$ cat src/bhbd_pkg.sv
// Shared types and constants of the byte histogram binary detector.
// No dependencies; imported by the controller, datapath and checker.
`timescale 1ns / 1ps

package bhbd_pkg;

   localparam int BIN_COUNT  = 256;
   localparam int BIN_ADDR_W = 8;
   localparam int BAND_CNT_W = 9;
   localparam int RATIO_NUM  = 75;
   localparam int RATIO_DEN  = 100;
   localparam int RATIO_W    = 16;

   typedef enum logic [4:0] {
      ST_ACCUM = 5'b00001,
      ST_FLUSH = 5'b00010,
      ST_SCAN  = 5'b00100,
      ST_TAIL  = 5'b01000,
      ST_DONE  = 5'b10000
   } state_type;

   typedef struct packed {
      logic accept;       // input beat taken this cycle
      logic scan_start;   // zero band counters and scan address
      logic scan_rd;      // issue one bin read of the scan
      logic result_load;  // move verdict into the output register
      logic hist_clear;   // drop all bins and the byte total
   } cmd_type;

   typedef struct packed {
      logic scan_addr_last;
      logic rsp_full;
   } status_type;

   // floor(inb*75/100) > outb  <=>  inb*75 >= (outb+1)*100
   function automatic logic binary_verdict(input logic [BAND_CNT_W-1:0] inb,
                                           input logic [BAND_CNT_W-1:0] outb);
      logic [RATIO_W-1:0] lhs;
      logic [RATIO_W-1:0] rhs;
      lhs = RATIO_W'(inb) * RATIO_W'(RATIO_NUM);
      rhs = (RATIO_W'(outb) + RATIO_W'(1)) * RATIO_W'(RATIO_DEN);
      return lhs >= rhs;
   endfunction

endpackage

$ cat src/bhbd_ctrl.sv
// Sequencer of the byte histogram detector: accumulate, flush, bin scan,
// result hand-off. Depends on bhbd_pkg.
`timescale 1ns / 1ps

module bhbd_ctrl import bhbd_pkg::*; (
   input  logic       clock,
   input  logic       reset,
   input  logic       req_valid,
   input  logic       req_last_byte,
   output logic       req_stall,
   input  logic       rsp_stall,
   input  status_type sts,
   output cmd_type    cmd
);

   state_type state_ff, state_in;
   logic      accept;
   logic      out_free;

   assign accept   = req_valid && (state_ff == ST_ACCUM);
   assign out_free = !sts.rsp_full || !rsp_stall;
   assign req_stall = (state_ff != ST_ACCUM);

   always_comb begin
      cmd             = '0;
      cmd.accept      = accept;
      cmd.scan_start  = (state_ff == ST_FLUSH);
      cmd.scan_rd     = (state_ff == ST_SCAN);
      cmd.result_load = (state_ff == ST_DONE) && out_free;
      cmd.hist_clear  = (state_ff == ST_DONE) && out_free;
   end

   always_comb begin
      state_in = state_ff;
      case (state_ff)
         ST_ACCUM: begin
            if (accept && req_last_byte) state_in = ST_FLUSH;
         end
         ST_FLUSH: begin
            state_in = ST_SCAN;
         end
         ST_SCAN: begin
            if (sts.scan_addr_last) state_in = ST_TAIL;
         end
         ST_TAIL: begin
            state_in = ST_DONE;
         end
         ST_DONE: begin
            if (out_free) state_in = ST_ACCUM;
         end
         default: begin
            state_in = ST_ACCUM;
         end
      endcase
   end

   always_ff @(posedge clock) begin
      if (reset) begin
         state_ff <= ST_ACCUM;
      end else begin
         state_ff <= state_in;
      end
   end

endmodule

$ cat config.mk
export PLATFORM = sky130hd
export DESIGN_NAME = bhbd_ctrl
export DESIGN_NICKNAME = d
export VERILOG_FILES = /design/src/bhbd_pkg.sv /design/src/bhbd_ctrl.sv
export SDC_FILE = /design/constraint.sdc
export NUM_CORES = 1
export LEC_CHECK = 0
export ABC_CLOCK_PERIOD_IN_PS = 1470
export BUFFER_PORTS_ARGS = -buffer_cell sky130_fd_sc_hd__buf_4
export CORE_AREA = 2 2 39 41
export DETAILED_ROUTE_END_ITERATION = 7
export DIE_AREA = 0 0 41 43
export GPL_ROUTABILITY_DRIVEN = 0
export PLACE_DENSITY_LB_ADDON = 0.05
export SLEW_MARGIN = 20
export SYNTH_ARGS = -nofsm -noshare
export SYNTH_HDL_FRONTEND = slang
export SYNTH_SLANG_ARGS = --single-unit
export TNS_END_PERCENT = 30
$ cat constraint.sdc
create_clock -name clock -period 1.47 [get_ports clock]
set_input_delay 0.294 -clock clock [delete_from_list [all_inputs] [get_ports clock]]
set_output_delay 0.294 -clock clock [all_outputs]
set_load 0.02 [all_outputs]
* Word-level counts from Yosys, hierarchy flattened
Index checks and enable logic that the tools add are counted.
** Word-level totals
- Register bits after elaboration :: 5
- Input port bits :: 7
- Output and inout port bits :: 6
- Word-level logic and storage cells :: 21
** Cells by class
- Equal/unequal tests :: 9
- Mux-type cells :: 4
- Reduce and logical (&&, ||, !) cells :: 7
** Operators with widths (number)
- case mux 5 bit (5 select lines) :: 1
- two-way mux 5 bit :: 3
- == test 5 x 1 -> 1 bit (second input constant) :: 1
- == test 5 x 2 -> 1 bit (second input constant) :: 1
- == test 5 x 3 -> 1 bit (second input constant) :: 1
- == test 5 x 4 -> 1 bit (second input constant) :: 1
- == test 5 bit (second input constant) :: 1
- inequality test 5 x 1 -> 1 bit (second input constant) :: 1
- inequality test 2 bit (second input constant) :: 2
- logical AND 1 bit :: 3
- AND reduction 3 bit :: 1
- zero test 1 bit :: 2
- inequality test 2 x 1 -> 1 bit (second input constant) :: 1
- logical OR 1 bit :: 1

* Depth between registers and ports, before layout
Gate-level depths: netlist (run 1).
- Depth after elaboration :: 5
- Gate-level depth with buffers :: 5
- Mapped depth without buffers :: 3

* Least setup slack after synthesis (run 1)
OpenSTA, ideal clock, no wires.
- Path kind :: register to output
- Start point :: register state_ff[3]
- End point :: output port cmd[1] (netlist bit)
- Data arrival time :: 1.330 ns
- Data required time :: 1.176 ns
- Path slack :: -0.154 ns
- Stages on the path, launching flop included :: 6
- Buffers on the path :: 2
- Cells stage by stage :: dfxtp_1 -> clkbuf_2 -> nor3_2 -> nand2_1 -> a21oi_1 -> buf_4
** RTL lines
- start: declaration :: line bhbd_ctrl.sv:16 : state_type state_ff, state_in;
- start signal: assignment :: line bhbd_ctrl.sv:61 : state_ff <= state_in;
- end: declaration :: line bhbd_ctrl.sv:13 : output cmd_type cmd

==> impl_metrics.tcl, run 1 <==
set metrics [dict create \
    status "finished with violations" \
    violations "negative setup slack" \
    drt_iter0_drc 6 \
    path_buf_inv 1 \
    cp_cell_sequence "nor3_4 > nand2_2 > a21oi_4 > buf_6" \
    fin_setup_tns_ps -2.138 \
    fmax_mhz 679.6 \
    hold_ws_ps 223.5 \
    grt_max_degree 9 \
    grt.total_usage_pct 13.08 \
    fin_crit_ps 1471 \
    synth_top_area_share_pct 30.77 \
    cts_sinks 5 \
    p_leak_nw 0.2341 \
    critPathSlowestCell "dfxtp_4" \
    cp.depth 4 \
    antenna_found_initial 0 \
    cp_top_family "flip-flops" \
    slew_headroom_pct 85.73 \
    wl_um 904 \
    gr-total-overflow 0 \
    whs_path_depth 2 \
    synth_area_leaders "dfxtp_1, buf_4, nor4bb_2" \
    crit_fanout 4 \
    vdd_ir_drop_max_v 0.0002672 \
    regMostFlops "state_ff" \
    die_area_mm2 0.001763 \
    rows 14 \
    worstSetupStartpointType "flop" \
    postRouteAntennaNets 0 \
    drt_first_pass_iters 4 \
    largest_register_ffs 5 \
    port_buffers 12 \
    cpPeakStageDelay_ps 350 \
    grt_pass1_wl_mm 1.476 \
    hold_path_class "primary input to flop" \
    yosys_warnings 0 \
    tritoncts "built" \
    synth_edf_count 0 \
    yosysSeqAreaShare_pct 30.77 \
    yosysTopAreaCell "dfxtp_1" \
    worst_r2r_path_depth 5 \
    clockRootBuffer "clkbuf_4" \
    synth_flop_cell "dfxtp_1" \
    first_global_vias 351 \
    hold_viol_final 0 \
    rsz0062_at_grt "true" \
    start_util_pct 23.51 \
    antennaDiodeCount 0 \
    netlist_instances 40 \
    drive_above_1_share_pct 64.91 \
    finClkSkew_ps 0.8839 \
    numCtsBuffers 3 \
    path_clk_slew_ps 40 \
    ctsHoldBuffers 0 \
    worstMarginPinSlew_ps 211.0 \
    timing.final.ws_setup_ps -1.488 \
    vias 344 \
    nets 65 \
    place_ws_ps 93.82 \
    cts_max_level 1 \
    pin_count 13 \
    syn_nets 47 \
    place_hpwl_um 620.3 \
    critPathKind "flop to primary output" \
    netlist_area_um2 325.3 \
    synthToLayoutAreaGrowth_pct 63.85 \
    cap_violations 0 \
    yosysUniqueCellTypes 25 \
    required_ps 1180 \
    die_w_um 41 \
    synth.most_common_cell "dfxtp_1" \
    end_kind "primary output" \
    slew_violations 0 \
    fin_crit_sh_pct 100.1 \
    ys_ff_latch 5 \
    power_density_mw_per_mm2 743.3 \
    synth-async-reset-ratio_pct 0 \
    die_h_um 43 \
    core_mm2 0.001384 \
    clk_path_buf_depth 2 \
    drc_errors 0 \
    reg_top3 "state_ff (5)" \
    clock_latency_ps 240 \
    netlist_top_cells_count "dfxtp_1, nor2_1, buf_4, nor3_1" \
    cp.arrival_ps 1180 \
    avgRoutedWirePerCell_um 12.38 \
    via_per_inst 4.712 \
    syn_avg_cell_area_um2 8.133 \
    final-setup-viol-count 2 \
]
==> cell families after synthesis <==
group                  synth area share (%)
XOR/XNOR                              2.693
buffers and inverters                 11.15
AND/OR/NAND/NOR                       41.16
AO/OA/AOI/OAI                         14.23
flip-flops                            30.77
==> final cells by class <==
type                    count  area [µm²]
well taps                  16       20.02
fillers                   143       850.8
repair buffers             18       142.6
clock buffers               4       26.28
flip-flops and latches      5       111.4
multi-input cells          29       229.0
inverters                   1       3.754
==> layout by cell type (no fill, tap or decap) <==
| master | instances |
|---|---|
| a21oi_1 | 1 |
| a21oi_4 | 1 |
| a31o_2 | 1 |
| a41o_1 | 1 |
| and3_2 | 1 |
| and3b_1 | 1 |
| and4_4 | 1 |
| buf_4 | 16 |
| buf_6 | 2 |
| clkbuf_1 | 1 |
| clkbuf_4 | 3 |
| dfxtp_2 | 3 |
| dfxtp_4 | 2 |
| inv_1 | 1 |
| nand2_1 | 1 |
| nand2_2 | 1 |
| nand3_1 | 1 |
| nand3_2 | 1 |
| nand4_1 | 1 |
| nor2_1 | 3 |
| nor2_2 | 1 |
| nor2_4 | 1 |
| nor2b_1 | 1 |
| nor2b_4 | 1 |
| nor3_1 | 3 |
| nor3_4 | 1 |
| nor3b_1 | 1 |
| nor4bb_2 | 1 |
| o211ai_1 | 1 |
| o21ai_0 | 1 |
| o21ai_1 | 1 |
| xor2_1 | 1 |
==> worst paths after layout <==
| check | end | from | slack, ps |
|---|---|---|---|
| setup / recovery | cmd[1] | state_ff[0] | -1 |
| hold / removal | state_ff[4] | reset | 220 |
| setup reg to reg | state_ff[0] | state_ff[0] | 170 |
| hold reg to reg | state_ff[4] | state_ff[3] | 540 |
==> what timing repair did <==
item / 4_1_cts / 5_1_grt
cloned: 0 / 0
buffers inserted: 6 / 0
setup endpoints to repair: 6 / 6
pin swaps: 2 / 2
gates resized for setup: 14 / 2
==> routing by layer <==
layer  vias up  GRT usage (%)  share of wire, %
met5         -              0                 0
met4         0          10.00                 0
met3         0          3.141               4.2
met2         9          20.94                59
met1       162          13.59                37
li1        173              -                 -
==> metrics by stage <==
step	util, %	std cells	cell area [µm²]	total power, mW
after global routing	38.52	73	533.0	0.4233
after detailed placement	29.93	63	414.1	0.2167
final	38.52	73	533.0	0.3962
after global placement	29.93	63	414.1	0.2162
after CTS	38.07	73	526.8	0.3982
after floorplan	-	40	336.6	0.1901
==> power breakdown <==
| part | internal [mW] | switching [mW] | leakage [nW] |
|---|---|---|---|
| registers | 0.139 | 0.00765 | 0.0429 |
| clock network | 0.102 | 0.0518 | 0.0150 |
| logic | 0.0521 | 0.0433 | 0.176 |
| total | 0.293 | 0.103 | 0.234 |
No activity file was read; power rests on OpenSTA's default activity.
==> run 2: changes to the inputs <==
--- a/config.mk
+++ b/config.mk
@@ -11,7 +11,7 @@
 export DETAILED_ROUTE_END_ITERATION = 7
 export DIE_AREA = 0 0 41 43
 export GPL_ROUTABILITY_DRIVEN = 0
-export PLACE_DENSITY_LB_ADDON = 0.05
+export SKIP_CTS_REPAIR_TIMING = 1
 export SLEW_MARGIN = 20
 export SYNTH_ARGS = -nofsm -noshare
 export SYNTH_HDL_FRONTEND = slang
==> run 2 against run 1 <==
  * The flow still finishes with violations (negative setup slack)
  * Utilization fell by 3.0 points
  * Die area unchanged
  * Clock-buffer cell count down 1
  * Via count decreased by 7.6%
  * Critical path type unchanged
==> impl_metrics.tcl, run 2 (synthesis gave the netlist of run 1 again) <==
set metrics [dict create \
    via_per_inst 4.676 \
    antennaDiodeCount 0 \
    ff2ff_setup_slack_ps 340 \
    cp_cell_sequence "nor3_4 > nand2_2 > a21oi_4 > buf_6" \
    seqPwrFrac_pct 39.1 \
    drc_errors 0 \
    seq_area_um2 107.6 \
    crit_fanout 6 \
    grt.total_usage_pct 9.237 \
    drt_first_pass_iters 4 \
    end_kind "primary output" \
    final-setup-viol-count 3 \
    synthToLayoutAreaGrowth_pct 51.15 \
    rsz0062_at_grt "true" \
    place_hpwl_um 542.8 \
    cts_max_level 1 \
    slew_violations 0 \
    num-fill-cells 145 \
    gr-total-overflow 0 \
    layout_commonest_cell "buf_4" \
    critPathSlowestCell "dfxtp_4" \
    postRouteAntennaNets 0 \
    cap_violations 0 \
    design_area_um2 491.7 \
    p_int_mw 0.2783 \
    worstSetupStartpointType "flop" \
    power_mw 0.3832 \
    violations "negative setup slack" \
    die_w_um 41 \
    multi_input_area_um2 224.0 \
    cts_sinks 5 \
    required_ps 1180 \
    pwr-share-clk_pct 41.5 \
    first_global_vias 245 \
    p_leak_nw 0.2067 \
    clk_path_buf_depth 2 \
    numCtsBuffers 3 \
    core_mm2 0.001384 \
    pin_count 13 \
    die_area_mm2 0.001763 \
    status "finished with violations" \
    path_buf_inv 1 \
    cp_top_family "flip-flops" \
    critPathKind "flop to primary output" \
    finClkSkew_ps 2.385 \
    avgRoutedWirePerCell_um 11.26 \
    rows 14 \
    fin_crit_sh_pct 102.7 \
    sw_frac_of_total_pct 27.39 \
    wl_um 766 \
    slew_headroom_pct 86.65 \
    drive_above_1_share_pct 59.62 \
    hold_path_class "primary input to flop" \
    pwr-share-comb_pct 19.4 \
    drt_iter0_drc 4 \
    path_clk_slew_ps 50 \
    p_switching_mw 0.1050 \
    vdd_ir_drop_max_v 0.0003955 \
    placed_area_um2 414.1 \
    fmax_mhz 662.2 \
    power_density_mw_per_mm2 779.4 \
    largest_register_ffs 5 \
    grt_pass1_wl_mm 1.035 \
    die_h_um 43 \
    grt_max_degree 9 \
    antenna_found_initial 0 \
    start_util_pct 23.51 \
    regMostFlops "state_ff" \
    timing.final.ws_setup_ps -40.17 \
    worstMarginPinSlew_ps 197.5 \
    clockRootBuffer "clkbuf_4" \
    nets 60 \
    vias 318 \
    clock_latency_ps 240 \
    hold_viol_final 0 \
    fin_crit_ps 1510 \
    cp.arrival_ps 1220 \
    reg_top3 "state_ff (5)" \
    cpPeakStageDelay_ps 370 \
    tritoncts "built" \
    port_buffers 12 \
]
==> run 2: cell types whose count changed in the layout (fill, tap and decap cells not counted), sizes merged <==
cell	delta
clkinv	+1
buf	-5
clkbuf	-1
==> run 2: layer usage <==
metal  track usage, %  share of wire, %
met1            11.90                46
met3            6.283               9.0
met2            10.63                45
met5                0                 0
met4            6.000                 0
==> run 2: path summary, 6_finish.rpt <==
path                             startpoint          end  cells past startpoint
worst min register to register  state_ff[3]  state_ff[4]                      2
worst max register to register  state_ff[0]  state_ff[0]                      3
worst min-delay path                  reset  state_ff[4]                      2
worst max-delay path            state_ff[0]       cmd[1]                      4
==> run 2: layout make-up <==
| type | count | share of cell area (%) |
|---|---|---|
| inverter | 1 | 0.7634 |
| clock buffer | 3 | 4.580 |
| multi-input combinational | 29 | 45.55 |
| tap | 16 | 4.071 |
| timing repair buffer | 13 | 22.14 |
| clock inverter | 1 | 1.018 |
| sequential | 5 | 21.88 |
==> run 2: power by group through the flow <==
| stage | clock network (mW) | logic [mW] | registers, mW |
|---|---|---|---|
| detailed placement | 0 | 0.0654 | 0.150 |
| global placement | 0 | 0.0659 | 0.150 |
| CTS | 0.168 | 0.0657 | 0.148 |
| global route | 0.173 | 0.0815 | 0.150 |
| floorplan | 0 | 0.0459 | 0.144 |
| finish | 0.159 | 0.0745 | 0.150 |
==> run 2: metrics by stage <==
stage | instances | utilization (%) | hold slack (ps) | setup WS [ps] | setup TNS, ps
floorplan | 40 | - | 363.1 | 38.61 | 0
finish | 68 | 35.53 | 221.6 | -40.17 | -82.99
detailed placement | 63 | 29.93 | 483.2 | 128.0 | 0
global placement | 63 | 29.93 | 480.9 | 128.1 | 0
global route | 68 | 35.53 | 214.8 | -106.5 | -323.8
CTS | 67 | 31.92 | 215.9 | -143.9 | -569.0
==> run 2: worst register-to-register path, cell delays in order, from the launching register on <==
cell and delay, ps:
dfxtp_4 370, nor3_4 240, nand4_1 180, a31o_2 240
